$ cat config.mk
export PLATFORM = sky130hd
export DESIGN_NAME = qrs_div_cell
export DESIGN_NICKNAME = d
export VERILOG_FILES = /design/src/assert_macros.svh /design/src/qrs_pkg.sv /design/src/qrs_div_cell.sv
export SDC_FILE = /design/constraint.sdc
export NUM_CORES = 1
export LEC_CHECK = 0
export ABC_AREA = 1
export BUFFER_PORTS_ARGS = -buffer_cell sky130_fd_sc_hd__buf_2
export CELL_PAD_IN_SITES_DETAIL_PLACEMENT = 1
export CELL_PAD_IN_SITES_GLOBAL_PLACEMENT = 2
export CORE_MARGIN = 4
export CORE_UTILIZATION = 26
export CTS_CLUSTER_DIAMETER = 30
export DETAILED_ROUTE_END_ITERATION = 7
export PLACE_DENSITY_LB_ADDON = 0.1
export SLEW_MARGIN = 25
export SYNTH_ARGS = -nofsm -noshare
export SYNTH_HDL_FRONTEND = slang
export SYNTH_SLANG_ARGS = --single-unit
$ cat constraint.sdc
create_clock -name i_clk -period 9.56 [get_ports i_clk]
set_clock_uncertainty 0.1 [all_clocks]
set_input_delay 1.434 -clock i_clk [delete_from_list [all_inputs] [get_ports i_clk]]
set_output_delay 1.434 -clock i_clk [all_outputs]
set_load 0.02 [all_outputs]
$ cat src/assert_macros.svh
// Assertion macros used by the top-level RTL file.
`ifndef ASSERT_MACROS_SVH
`define ASSERT_MACROS_SVH

// Same-cycle implication, disabled during reset.
`define ASSERT_IMPL(label, clk, rst_n, ante, cons) \
    label: assert property (@(posedge clk) disable iff (!rst_n) (ante) |-> (cons)) \
        else $error("implication check failed");

// Next-cycle implication, disabled during reset.
`define ASSERT_NEXT(label, clk, rst_n, ante, cons) \
    label: assert property (@(posedge clk) disable iff (!rst_n) (ante) |=> (cons)) \
        else $error("next-cycle check failed");

`endif

$ cat src/qrs_pkg.sv
// Package of widths, codes, types and helpers for the quadratic root solver.
package qrs_pkg;

    localparam int DW       = 32;            // coefficient and root width
    localparam int FW       = 16;            // fraction bits
    localparam int PW       = 2 * DW;        // magnitude product width
    localparam int RW       = PW + 2;        // discriminant magnitude width (even)
    localparam int SW       = RW / 2;        // square root width
    localparam int SQ_REM_W = SW + 2;        // square root remainder width
    localparam int NW       = SW + 2;        // signed numerator width
    localparam int MW       = NW - 1;        // numerator magnitude width
    localparam int NUMW     = MW + FW;       // dividend width, also quotient width
    localparam int DVW      = DW + 1;        // divisor width (2*|a|)
    localparam int TOL_W    = 16;
    localparam int CNT_W    = 2;
    localparam int ST_W     = 2;
    localparam int ADDR_W   = 3;
    localparam int IN_TDATA_W  = ((3 * DW + 7) / 8) * 8;
    localparam int OUT_BITS    = 2 * DW + CNT_W + ST_W;
    localparam int OUT_TDATA_W = ((OUT_BITS + 7) / 8) * 8;

    localparam logic [ST_W-1:0] ST_OK    = 2'd0;
    localparam logic [ST_W-1:0] ST_AZERO = 2'd1;
    localparam logic [ST_W-1:0] ST_SAT   = 2'd2;

    localparam logic [CNT_W-1:0] CNT_NONE = 2'd0;
    localparam logic [CNT_W-1:0] CNT_ONE  = 2'd1;
    localparam logic [CNT_W-1:0] CNT_TWO  = 2'd2;

    localparam logic [ADDR_W-3:0] REG_TOL = '0;
    localparam logic [TOL_W-1:0]  TOL_RESET = 16'd7;

    typedef enum logic [1:0] {
        CLS_NONE,
        CLS_ONE,
        CLS_TWO
    } t_cls;

    typedef struct packed {
        logic signed [DW-1:0] a_coef;
        logic signed [DW-1:0] b_coef;
        t_cls                 cls;
        logic                 a_zero;
    } t_sq_side;

    typedef struct packed {
        logic [RW-1:0]       rad;
        logic [SQ_REM_W-1:0] rem;
        logic [SW-1:0]       root;
        t_sq_side            side;
    } t_sq;

    typedef struct packed {
        logic [DVW-1:0] dvsr;
        logic           neg1;
        logic           neg2;
        t_cls           cls;
        logic           a_zero;
    } t_dv_side;

    typedef struct packed {
        logic [NUMW-1:0] num1;
        logic [NUMW-1:0] num2;
        logic [DVW-1:0]  rem1;
        logic [DVW-1:0]  rem2;
        logic [NUMW-1:0] q1;
        logic [NUMW-1:0] q2;
        t_dv_side        side;
    } t_dv;

    // Magnitude of a signed coefficient; the most negative value maps to 2^(DW-1).
    function automatic logic [DW-1:0] mag(input logic [DW-1:0] x);
        logic [DW-1:0] u;
        u = x;
        return x[DW-1] ? (~u + 1'b1) : u;
    endfunction

endpackage

$ cat src/qrs_div_cell.sv
// Divider row cell: one quotient bit of both roots per cycle unless stalled.
module qrs_div_cell import qrs_pkg::*; (
    input  logic i_clk,
    input  logic i_rst_n,
    input  logic i_valid,
    input  t_dv  i_data,
    output logic o_ready,
    output logic o_valid,
    output t_dv  o_data,
    input  logic i_ready
);

    logic         r_valid;
    t_dv          r_data;
    t_dv          n_data;
    logic         w_en;
    logic [DVW:0] w_cat1;
    logic [DVW:0] w_cat2;
    logic [DVW:0] w_dsv;

    assign w_en    = !r_valid || i_ready;
    assign o_ready = w_en;
    assign o_valid = r_valid;
    assign o_data  = r_data;

    always_comb begin
        n_data      = i_data;
        w_dsv       = {1'b0, i_data.side.dvsr};
        w_cat1      = {i_data.rem1, i_data.num1[NUMW-1]};
        w_cat2      = {i_data.rem2, i_data.num2[NUMW-1]};
        n_data.num1 = {i_data.num1[NUMW-2:0], 1'b0};
        n_data.num2 = {i_data.num2[NUMW-2:0], 1'b0};
        if (w_cat1 >= w_dsv) begin
            n_data.rem1 = DVW'(w_cat1 - w_dsv);
            n_data.q1   = {i_data.q1[NUMW-2:0], 1'b1};
        end else begin
            n_data.rem1 = w_cat1[DVW-1:0];
            n_data.q1   = {i_data.q1[NUMW-2:0], 1'b0};
        end
        if (w_cat2 >= w_dsv) begin
            n_data.rem2 = DVW'(w_cat2 - w_dsv);
            n_data.q2   = {i_data.q2[NUMW-2:0], 1'b1};
        end else begin
            n_data.rem2 = w_cat2[DVW-1:0];
            n_data.q2   = {i_data.q2[NUMW-2:0], 1'b0};
        end
    end

    always_ff @(posedge i_clk) begin
        if (!i_rst_n) begin
            r_valid <= 1'b0;
        end else if (w_en) begin
            r_valid <= i_valid;
        end
    end

    always_ff @(posedge i_clk) begin
        if (w_en) begin
            r_data <= n_data;
        end
    end

endmodule
# After elaboration in Yosys (flattened, before gate mapping)
# Index checks and enable logic that the tools add are counted.
[totals]
reg_bits = 303
latchBits = 0
ramBits = 0
romBits = 0
output_inout_bits = 306
mem_count = 0
[op_classes]
addsub = 2
n_mul = 0
div_mod_pow = 0
n_lt_le_gt_ge = 2
eq_ne = 0
shift = 0
muxes = 4
bitwise = 0
n_reduce_logical = 2
[ops]
columns = ["operator", "n"]
rows = [
  ["greater-or-equal comparator 34 x 33 -> 1 bit", 2],
  ["2-to-1 mux 33 bit", 2],
  ["subtractor 33 bit", 2],
  ["2-to-1 mux 1 bit", 2],
  ["logical NOT 1 bit", 1],
  ["logical OR 1 bit", 1],
]

# Logic depth before layout (Yosys ltp)
[depth]
word_depth = 2
ltp_mapped = 15

# Worst setup path before layout
# OpenSTA, ideal clock, no wires.
[synth_timing]
kind = "in2out"
startpoint = "input i_ready"
endpoint = "output o_ready"
t_arrival_ns = 7.948
required_time_ns = 8.026
path_slack_ns = 0.078
cell_stages = 2
n_path_buf = 0
path_cell_list = "inv_1 > nand2_1"
[synth_between]
elab_chain_cells = 1
[synth_lines]
columns = ["item", "line", "text"]
rows = [
  ["from (decl)", "qrs_div_cell.sv:10", "input logic i_ready"],
  ["logical OR 1 bit", "qrs_div_cell.sv:21", "assign w_en = !r_valid || i_ready;"],
  ["to (decl)", "qrs_div_cell.sv:7", "output logic o_ready,"],
]
# No other way between the ends.

# Final worst setup path
# Same ends and word-level chain as after synthesis.

==> metrics.yaml <==
fin_ws_ps: 5670
start_util_pct: 26.4
worst_slew_pin_slew_ps: 895
yosysWarningCount: 0
r2r_slack_ps: 6520
first_global_vias: 14483
fin_area_mm2: 0.0225
critical-path-slowest-cell: "nand2_4"
max_slew_margin_pct: 40.4
hp-class: "in2reg"
total_power_mw: 5.43
synth_seq_cells: 303
num_io_pins: 614
synth-main-ff-cell: "edfxtp_1"
reg2reg_depth: 3
end_kind: "output pin"
timing.rr.start: "o_valid"
cp_max_fo: 43
ys_top_cells_by_count: "nand2_1, edfxtp_1, inv_1"
maxSlewViolCount: 0
cts_buffers: 82
grtUsageTotal_pct: 22.9
ys_top_cells_by_area: "edfxtp_1, nand2_1, inv_1"
min-delay-start: "i_data[121]"
die_h_um: 253
finalNetCount: 2693
grt_pass1_wl_um: 105000
cts_setup_buffers: 0
seq_area_frac_synth_pct: 58.2
synth_cell_types: 35
vias: 13902
synth_top_area_share_pct: 58.1
synth_most_common_cell: "nand2_1"
core-area_mm2: 0.0592
r2r-end: "o_data[91]"
rsz0062_at_grt: "no"
gr-total-overflow: 0
routed_wl_um: 76200
cts_htree_levels: 3
place_area_mm2: 0.0195
setup_tns_ps: 0
p_leak_nw: 11.3
path_depth: 4
area_growth_pct: 44.0
synthArstFlopShare_pct: 0
dp_slack_ps: 5020
drive_gt1_share_pct: 34.2
drt-vias-per-instance: 4.39
path_buf_inv: 3
final_cells: 3170
synth_area_per_cell_um2: 9.54
setup_viol: 0
cts_hold_buf: 0
clock_latency_ps: 620
cts_resized: 0
path_class: "in2out"
cp-endpoint: "o_ready"
cap_violations: 0
cts-root-buf: "clkbuf_16"
netlist_area_mm2: 0.0156
cts_tree: "yes"
dieArea_mm2: 0.0640
clk_pin_slew_ps: 50
max_stage_delay_ps: 490
cp.arrival_ps: 2350
wl_per_cell_um: 24.0
clkSinkCount: 303
status: "complete, no violations"
yosysTopAreaCell: "edfxtp_1"
drt_iter0_drc: 833
critPathRequiredTime_ps: 8030
rows: 89
chipWidth_um: 253
p_per_area_mw_per_mm2: 241
finalCritPeriodShare_pct: 40.7
synth_edf_count: 302
syn_inst: 1637
start_kind: "primary input"
hold_viol_final: 0
fmax_ghz: 0.257
place_congestion: 0.887
cp_top_family: "simple AND/OR/NAND/NOR gates"
grt_max_degree: 79
path_cells: "buf_2 -> inv_1 -> nand2_4 -> buf_2"
drtPass1Iterations: 5
power.ir.vdd_worst_v: 0.000168
io_buffers: 609
drc: 0
crit_start: "i_ready"
period_needed_ps: 3890
ant_nets: 0
cpMostUsedCell: "buf_2"
dp_hpwl_um: 63200
clockBufferDepth: 3
place_inst: 3006
antenna_found_initial: 29
## cells in the final DEF, fill, tap and decap left out, types with 10 or more instances in the layout
cell,count
nand2_1,580
nor3_1,17
nand3b_1,21
clkbuf_16,83
buf_2,609
ha_1,66
nor2_1,77
xor2_1,26
edfxtp_1,302
nand3_1,106
inv_1,278
diode_2,10
and2_1,11
clkbuf_1,12
clkinv_1,13
bufinv_16,13
a21oi_1,41
nand3_2,30
nand2_2,10
## per-layer routing
metal	track usage, %	share of wire (%)
met1	29.7	43
met2	37.3	46
met5	0	0.23
met4	5.42	1.9
met3	7.56	8.4
## how the worst min path moves through the flow
stage                  endpoint  slack [ps]  depth (start not counted)
finish              o_data[122]         880                          1
global route        o_data[211]         840                          1
CTS                 o_data[267]         840                          1
detailed placement  o_data[212]         960                          1
global placement    o_data[294]         920                          1
floorplan             o_data[0]        1430                          0
## cell type report
cell class,instances,area [um^2]
Inverter,286,1070
Clock inverter,56,759
Timing Repair Buffer,615,3100
Sequential cell,303,9090
Clock buffer,98,2160
Antenna cell,10,25.0
Tap cell,773,967
Fill cell,6939,36800
Multi-Input combinational cell,1029,5310
## flip-flops by register name (all words and copies together), names as in the netlist
name / flops
o_valid: 1
o_data: 302
## worst register-to-register path: stages (launching register included)
cell and delay (ps):
dfxtp_1 330, nand2_4 500, buf_4 800, buf_4 890
## kinds of logic after synthesis
logic type                 after synthesis  share of synthesized area (%)
and+or+nand+nor                        882                           25.1
adders and majority gates               68                           5.54
buffers and inverters                  306                           7.87
xor gates and xnor gates                28                           1.57
DFF                                    303                           58.2
other                                    1                         0.0240
AOI/OAI and AO/OA                       49                           1.67
## stage by stage
step           util [%]  hold WS [ps]
2_1_floorplan         -          1430
3_3_place_gp       33.0           920
3_5_place_dp       33.0           962
4_1_cts            37.9           841
5_1_grt            37.9           843
6_report           38.0           880
## where the power goes
part           internal [mW]  leakage [nW]  switching, mW  total [mW]
registers               1.62          3.14         0.0403        1.66
clock network           1.98          1.39          0.908        2.89
logic                  0.265          6.80          0.618       0.883
total                   3.86          11.3           1.57        5.43
No activity file was read; power rests on OpenSTA's default activity.
