===== src/assert_macros.svh =====
// Assertion macros used by the top-level RTL file.
`ifndef ASSERT_MACROS_SVH
`define ASSERT_MACROS_SVH

// Same-cycle implication, disabled during reset.
`define ASSERT_IMPL(label, clk, rst_n, ante, cons) \
    label: assert property (@(posedge clk) disable iff (!rst_n) (ante) |-> (cons)) \
        else $error("implication check failed");

// Next-cycle implication, disabled during reset.
`define ASSERT_NEXT(label, clk, rst_n, ante, cons) \
    label: assert property (@(posedge clk) disable iff (!rst_n) (ante) |=> (cons)) \
        else $error("next-cycle check failed");

`endif


===== src/qrs_pkg.sv =====
// Package of widths, codes, types and helpers for the quadratic root solver.
package qrs_pkg;

    localparam int DW       = 32;            // coefficient and root width
    localparam int FW       = 16;            // fraction bits
    localparam int PW       = 2 * DW;        // magnitude product width
    localparam int RW       = PW + 2;        // discriminant magnitude width (even)
    localparam int SW       = RW / 2;        // square root width
    localparam int SQ_REM_W = SW + 2;        // square root remainder width
    localparam int NW       = SW + 2;        // signed numerator width
    localparam int MW       = NW - 1;        // numerator magnitude width
    localparam int NUMW     = MW + FW;       // dividend width, also quotient width
    localparam int DVW      = DW + 1;        // divisor width (2*|a|)
    localparam int TOL_W    = 16;
    localparam int CNT_W    = 2;
    localparam int ST_W     = 2;
    localparam int ADDR_W   = 3;
    localparam int IN_TDATA_W  = ((3 * DW + 7) / 8) * 8;
    localparam int OUT_BITS    = 2 * DW + CNT_W + ST_W;
    localparam int OUT_TDATA_W = ((OUT_BITS + 7) / 8) * 8;

    localparam logic [ST_W-1:0] ST_OK    = 2'd0;
    localparam logic [ST_W-1:0] ST_AZERO = 2'd1;
    localparam logic [ST_W-1:0] ST_SAT   = 2'd2;

    localparam logic [CNT_W-1:0] CNT_NONE = 2'd0;
    localparam logic [CNT_W-1:0] CNT_ONE  = 2'd1;
    localparam logic [CNT_W-1:0] CNT_TWO  = 2'd2;

    localparam logic [ADDR_W-3:0] REG_TOL = '0;
    localparam logic [TOL_W-1:0]  TOL_RESET = 16'd7;

    typedef enum logic [1:0] {
        CLS_NONE,
        CLS_ONE,
        CLS_TWO
    } t_cls;

    typedef struct packed {
        logic signed [DW-1:0] a_coef;
        logic signed [DW-1:0] b_coef;
        t_cls                 cls;
        logic                 a_zero;
    } t_sq_side;

    typedef struct packed {
        logic [RW-1:0]       rad;
        logic [SQ_REM_W-1:0] rem;
        logic [SW-1:0]       root;
        t_sq_side            side;
    } t_sq;

    typedef struct packed {
        logic [DVW-1:0] dvsr;
        logic           neg1;
        logic           neg2;
        t_cls           cls;
        logic           a_zero;
    } t_dv_side;

    typedef struct packed {
        logic [NUMW-1:0] num1;
        logic [NUMW-1:0] num2;
        logic [DVW-1:0]  rem1;
        logic [DVW-1:0]  rem2;
        logic [NUMW-1:0] q1;
        logic [NUMW-1:0] q2;
        t_dv_side        side;
    } t_dv;

    // Magnitude of a signed coefficient; the most negative value maps to 2^(DW-1).
    function automatic logic [DW-1:0] mag(input logic [DW-1:0] x);
        logic [DW-1:0] u;
        u = x;
        return x[DW-1] ? (~u + 1'b1) : u;
    endfunction

endpackage


===== src/qrs_sqrt_cell.sv =====
// One cell of the square root row: settles one root bit per cycle unless it is full and its neighbor stalls.
module qrs_sqrt_cell import qrs_pkg::*; (
    input  logic i_clk,
    input  logic i_rst_n,
    input  logic i_valid,
    input  t_sq  i_data,
    output logic o_ready,
    output logic o_valid,
    output t_sq  o_data,
    input  logic i_ready
);

    logic                r_valid;
    t_sq                 r_data;
    t_sq                 n_data;
    logic                w_en;
    logic [SQ_REM_W+1:0] w_cat;
    logic [SQ_REM_W+1:0] w_trial;

    assign w_en    = !r_valid || i_ready;
    assign o_ready = w_en;
    assign o_valid = r_valid;
    assign o_data  = r_data;

    always_comb begin
        n_data     = i_data;
        w_cat      = {i_data.rem, i_data.rad[RW-1 -: 2]};
        w_trial    = {{(SQ_REM_W-SW){1'b0}}, i_data.root, 2'b01};
        n_data.rad = {i_data.rad[RW-3:0], 2'b00};
        if (w_cat >= w_trial) begin
            n_data.rem  = SQ_REM_W'(w_cat - w_trial);
            n_data.root = {i_data.root[SW-2:0], 1'b1};
        end else begin
            n_data.rem  = w_cat[SQ_REM_W-1:0];
            n_data.root = {i_data.root[SW-2:0], 1'b0};
        end
    end

    always_ff @(posedge i_clk) begin
        if (!i_rst_n) begin
            r_valid <= 1'b0;
        end else if (w_en) begin
            r_valid <= i_valid;
        end
    end

    always_ff @(posedge i_clk) begin
        if (w_en) begin
            r_data <= n_data;
        end
    end

endmodule


===== config.mk =====
export PLATFORM = sky130hd
export DESIGN_NAME = qrs_sqrt_cell
export DESIGN_NICKNAME = d
export VERILOG_FILES = /design/src/assert_macros.svh /design/src/qrs_pkg.sv /design/src/qrs_sqrt_cell.sv
export SDC_FILE = /design/constraint.sdc
export NUM_CORES = 1
export LEC_CHECK = 0
export ABC_CLOCK_PERIOD_IN_PS = 9900
export BUFFER_PORTS_ARGS = -buffer_cell sky130_fd_sc_hd__buf_2
export CORE_MARGIN = 8
export CORE_UTILIZATION = 30
export DETAILED_ROUTE_END_ITERATION = 8
export HOLD_SLACK_MARGIN = 0.1
export PLACE_DENSITY = 0.66
export SLEW_MARGIN = 20
export SYNTH_ARGS = -nofsm -noshare
export SYNTH_HDL_FRONTEND = slang
export SYNTH_SLANG_ARGS = --single-unit

===== constraint.sdc =====
create_clock -name i_clk -period 9.9 [get_ports i_clk]
set_input_delay 1.485 -clock i_clk [delete_from_list [all_inputs] [get_ports i_clk]]
set_output_delay 1.485 -clock i_clk [all_outputs]
set_load 0.01 [all_outputs]

Yosys cells after proc, flatten, opt, wreduce, memory -nomap -nowiden
Index checks and enable logic that the tools add are counted.

word-level totals
  latch bits = 0
  register bits after elaboration = 200
  memory bits (writable) = 0
  word-level logic and storage cells = 13
  ROM bits = 0
  memories kept = 0
  output and inout port bits = 203

cells by class
  add/subtract/negate cells = 1
  magnitude comparators = 1
  muxes and demuxes = 1
  bitwise logic cells = 0
  multiply operators = 0
  equality and inequality tests = 0
  shift operators = 0
  reductions and logical operators = 2
  divide/modulo/power cells = 0

operators by type and width
  cell                                                            count
  68-bit 2-to-1 mux                                               1
  37-bit by 35-bit greater-or-equal comparator with 1-bit output  1
  35-bit subtractor                                               1
  1-bit logical NOT                                               1
  1-bit logical OR                                                1

Depth between registers and ports, before layout
  depth in word-level cells = 2
  depth in mapped cells = 14
  gate-level depth less buffers = 11

Least setup slack after synthesis
OpenSTA, ideal clock, no wires.

  path kind = input-to-output
  start = in i_ready
  end = out o_ready
  path slack = 2.073 ns
  arrival time = 6.342 ns
  stages on the path = 1
  path buffers = 0
  cells stage by stage = nand2b_1

on the way
  longest elaborated chain between the ends = 1

RTL lines
  element           RTL line             source
  from (decl)       qrs_sqrt_cell.sv:10  input logic i_ready
  1-bit logical OR  qrs_sqrt_cell.sv:20  assign w_en = !r_valid || i_ready;
  to (decl)         qrs_sqrt_cell.sv:7   output logic o_ready,

Every way passes these cells.

==> results.json <==
{
  "status": "finished clean",
  "vias": 6302,
  "finalCoreUtilization": 0.414,
  "final_common_cell": "buf_2",
  "synthFlopType": "edfxtp_1",
  "area_growth_pct": 36.5,
  "rr_startpoint": "o_valid$_SDFFE_PN0P_",
  "power.density_nw_per_um2": 186,
  "rr_worst_depth": 3,
  "nets": 1242,
  "viasPerCell": 4.52,
  "grt_first_pass_wirelength_mm": 40.7,
  "place_hpwl_mm": 23.4,
  "num_io_pins": 408,
  "clock_latency_ns": 0.43,
  "avgRoutedWirePerCell_um": 20.6,
  "ys_seq_area_frac": 0.715,
  "cts_tree": "yes",
  "setup_viol": 0,
  "drt-initial-drc-count": 365,
  "relSlewSlack": 0.407,
  "die_area_um2": 33500,
  "maxCapViolations": 0,
  "port_buffers": 405,
  "hold_buffers": 0,
  "finalSetupTns_ns": 0,
  "start_kind": "primary input",
  "grt_antenna_before_repair": 5,
  "clock-sinks": 200,
  "setup_ws_ns": 5.49,
  "cp.depth": 12,
  "grt_max_degree": 72,
  "fin_worst_skew_ns": 0.0152,
  "slowest_stage": "o211ai_4",
  "die_x_um": 183,
  "fmax_ghz": 0.227,
  "start_util": 0.303,
  "timing.final.crit_share": 0.445,
  "yosysUniqueCellTypes": 46,
  "grt_usage": 0.164,
  "fin_crit_ns": 4.41,
  "async_flop_share": 0,
  "clk_pin_slew_ns": 0.08,
  "cts-root-buf": "clkbuf_16",
  "crit_fanout": 36,
  "endpoint_kind": "flip-flop",
  "vdd_drop_max_mv": 0.111,
  "cp_top_family": "compound AO/OA/AOI/OAI gates",
  "synth_top_area_share": 0.713,
  "clockBufferDepth": 2,
  "wl_mm": 28.8,
  "path_cells": "buf_2 > inv_1 > ha_1 > a21oi_1 > o21ai_0 > a21oi_1 > nor3b_1 > nor3_1 > a211oi_1 > o211ai_4 > buf_4 > o21ai_0",
  "path_buf_inv": 3,
  "gp_congestion": 0.887,
  "slew_viol_final": 0,
  "crit_required_ns": 10.07,
  "final_layout_size_suffix_gt1_frac": 0.444,
  "pre_cts_ws_ns": 4.96,
  "drc": 0,
  "post_cts_buffers": 0,
  "synth_edf_count": 199,
  "cts_htree_levels": 4,
  "syn_avg_cell_area_um2": 14.4,
  "hp-class": "reg2reg",
  "synth_top_area_cell": "edfxtp_1",
  "p_leak_nw": 5.14,
  "grt_pass1_vias": 6298,
  "max_stage_delay_ns": 0.70,
  "critPathArrivalTime_ns": 4.58,
  "critical_path_class": "in2reg",
  "core_um2": 27600,
  "first_pass_iters": 4,
  "final_cell_mix": "buf_2, edfxtp_1, nand2_1",
  "regToRegSetupSlack_ns": 7.31,
  "worst_r2r_endpoint": "o_data[81]$_DFFE_PP_",
  "cts_resized": 0,
  "grt_setup_unrepaired": "false",
  "die_h_um": 183,
  "yosys_warnings": 0,
  "synth_area_leaders": "edfxtp_1, ha_1, nand2_1",
  "ys_ff_latch": 200,
  "crit_path_start": "i_data[89]",
  "cp-endpoint": "o_data[114]$_DFFE_PP_",
  "cts_inserted_buffers": 17,
  "antenna_left": 0,
  "whs_ns": 0.946,
  "grt_overflow": 0,
  "netlist_instances": 584,
  "netlist_area_um2": 8380,
  "row_count": 61,
  "hold_violations": 0,
  "tightest_slew_ns": 0.889
}
-- cell families (layout without fill, tap and decap cells) --
group | after synthesis | count (layout) | synth area share
flip-flops | 200 | 200 | 0.715
AO/OA/AOI/OAI | 140 | 140 | 0.105
AND/OR/NAND/NOR | 116 | 116 | 0.0611
buffers and inverters | 58 | 488 | 0.0305
adder cells (fa/ha/maj) | 35 | 35 | 0.0523
XOR/XNOR | 33 | 33 | 0.0345
other | 1 | 3 | 0.000447
multiplexers | 1 | 1 | 0.00119
-- how the worst min path moves through the flow --
stage / from / end / slack (ns) / cells past startpoint
2_1_floorplan: i_data[0] / o_data[0]$_DFFE_PP_ / 1.58 / 0
3_3_place_gp: o_valid$_SDFFE_PN0P_ / o_data[92]$_DFFE_PP_ / 0.95 / 1
3_5_place_dp: o_valid$_SDFFE_PN0P_ / o_data[126]$_DFFE_PP_ / 0.94 / 1
4_1_cts: o_valid$_SDFFE_PN0P_ / o_data[128]$_DFFE_PP_ / 0.97 / 1
5_1_grt: o_valid$_SDFFE_PN0P_ / o_data[128]$_DFFE_PP_ / 1.00 / 1
6_report: o_valid$_SDFFE_PN0P_ / o_data[92]$_DFFE_PP_ / 0.95 / 1
-- registers in the layout, indices dropped and copies added (netlist names) --
name	count
o_data	199
o_valid	1
-- cell usage after synthesis (all sizes together) (2+ instances only) --
library cell  count
a21oi            39
edfxtp          199
o31a              2
a21o             19
a31o              2
nor2b             2
and3              3
o211ai            4
nand2            60
o21a              5
o21ai            46
nand3             6
xor2             16
or3               3
nand4             6
buf               9
ha               35
a21boi            2
clkbuf            3
nor2             22
a211oi            4
inv              46
nor3              5
a31oi             2
nand2b            5
o21bai            8
xnor2            17
nor4              2
o31ai             2
-- where the power goes --
part           switching [W]  internal, W  leakage, nW
logic               0.000223     0.000149         2.78
registers          0.0000206      0.00103         2.07
clock network       0.000358     0.000343        0.285
total               0.000602      0.00152         5.14
-- layer usage --
layer | global-route usage | wire length (µm) | vias up
li1 | - | - | 2997
met1 | 0.176 | 11000 | 3019
met2 | 0.296 | 15000 | 252
met3 | 0.0609 | 2300 | 28
met4 | 0.0472 | 512 | 6
met5 | 0 | 37 | -
-- metrics by stage --
step           area (µm²)  total power [W]  cells
6_report            11400          0.00212   1394
5_1_grt             11400          0.00221   1393
4_1_cts             11400          0.00215   1393
3_5_place_dp        10800          0.00145   1361
3_3_place_gp        10800          0.00144   1361
2_1_floorplan        8380          0.00127    585
-- layout make-up --
type / instances / area [µm²]
diodes: 1 / 2.50
clock buffers: 17 / 425
clock inverters: 15 / 163
fillers: 2679 / 16200
inverters: 46 / 173
multi-input cells: 327 / 2140
flip-flops and latches: 200 / 6000
well taps: 378 / 473
repair buffers: 410 / 2060
No activity file was read; power rests on OpenSTA's default activity.
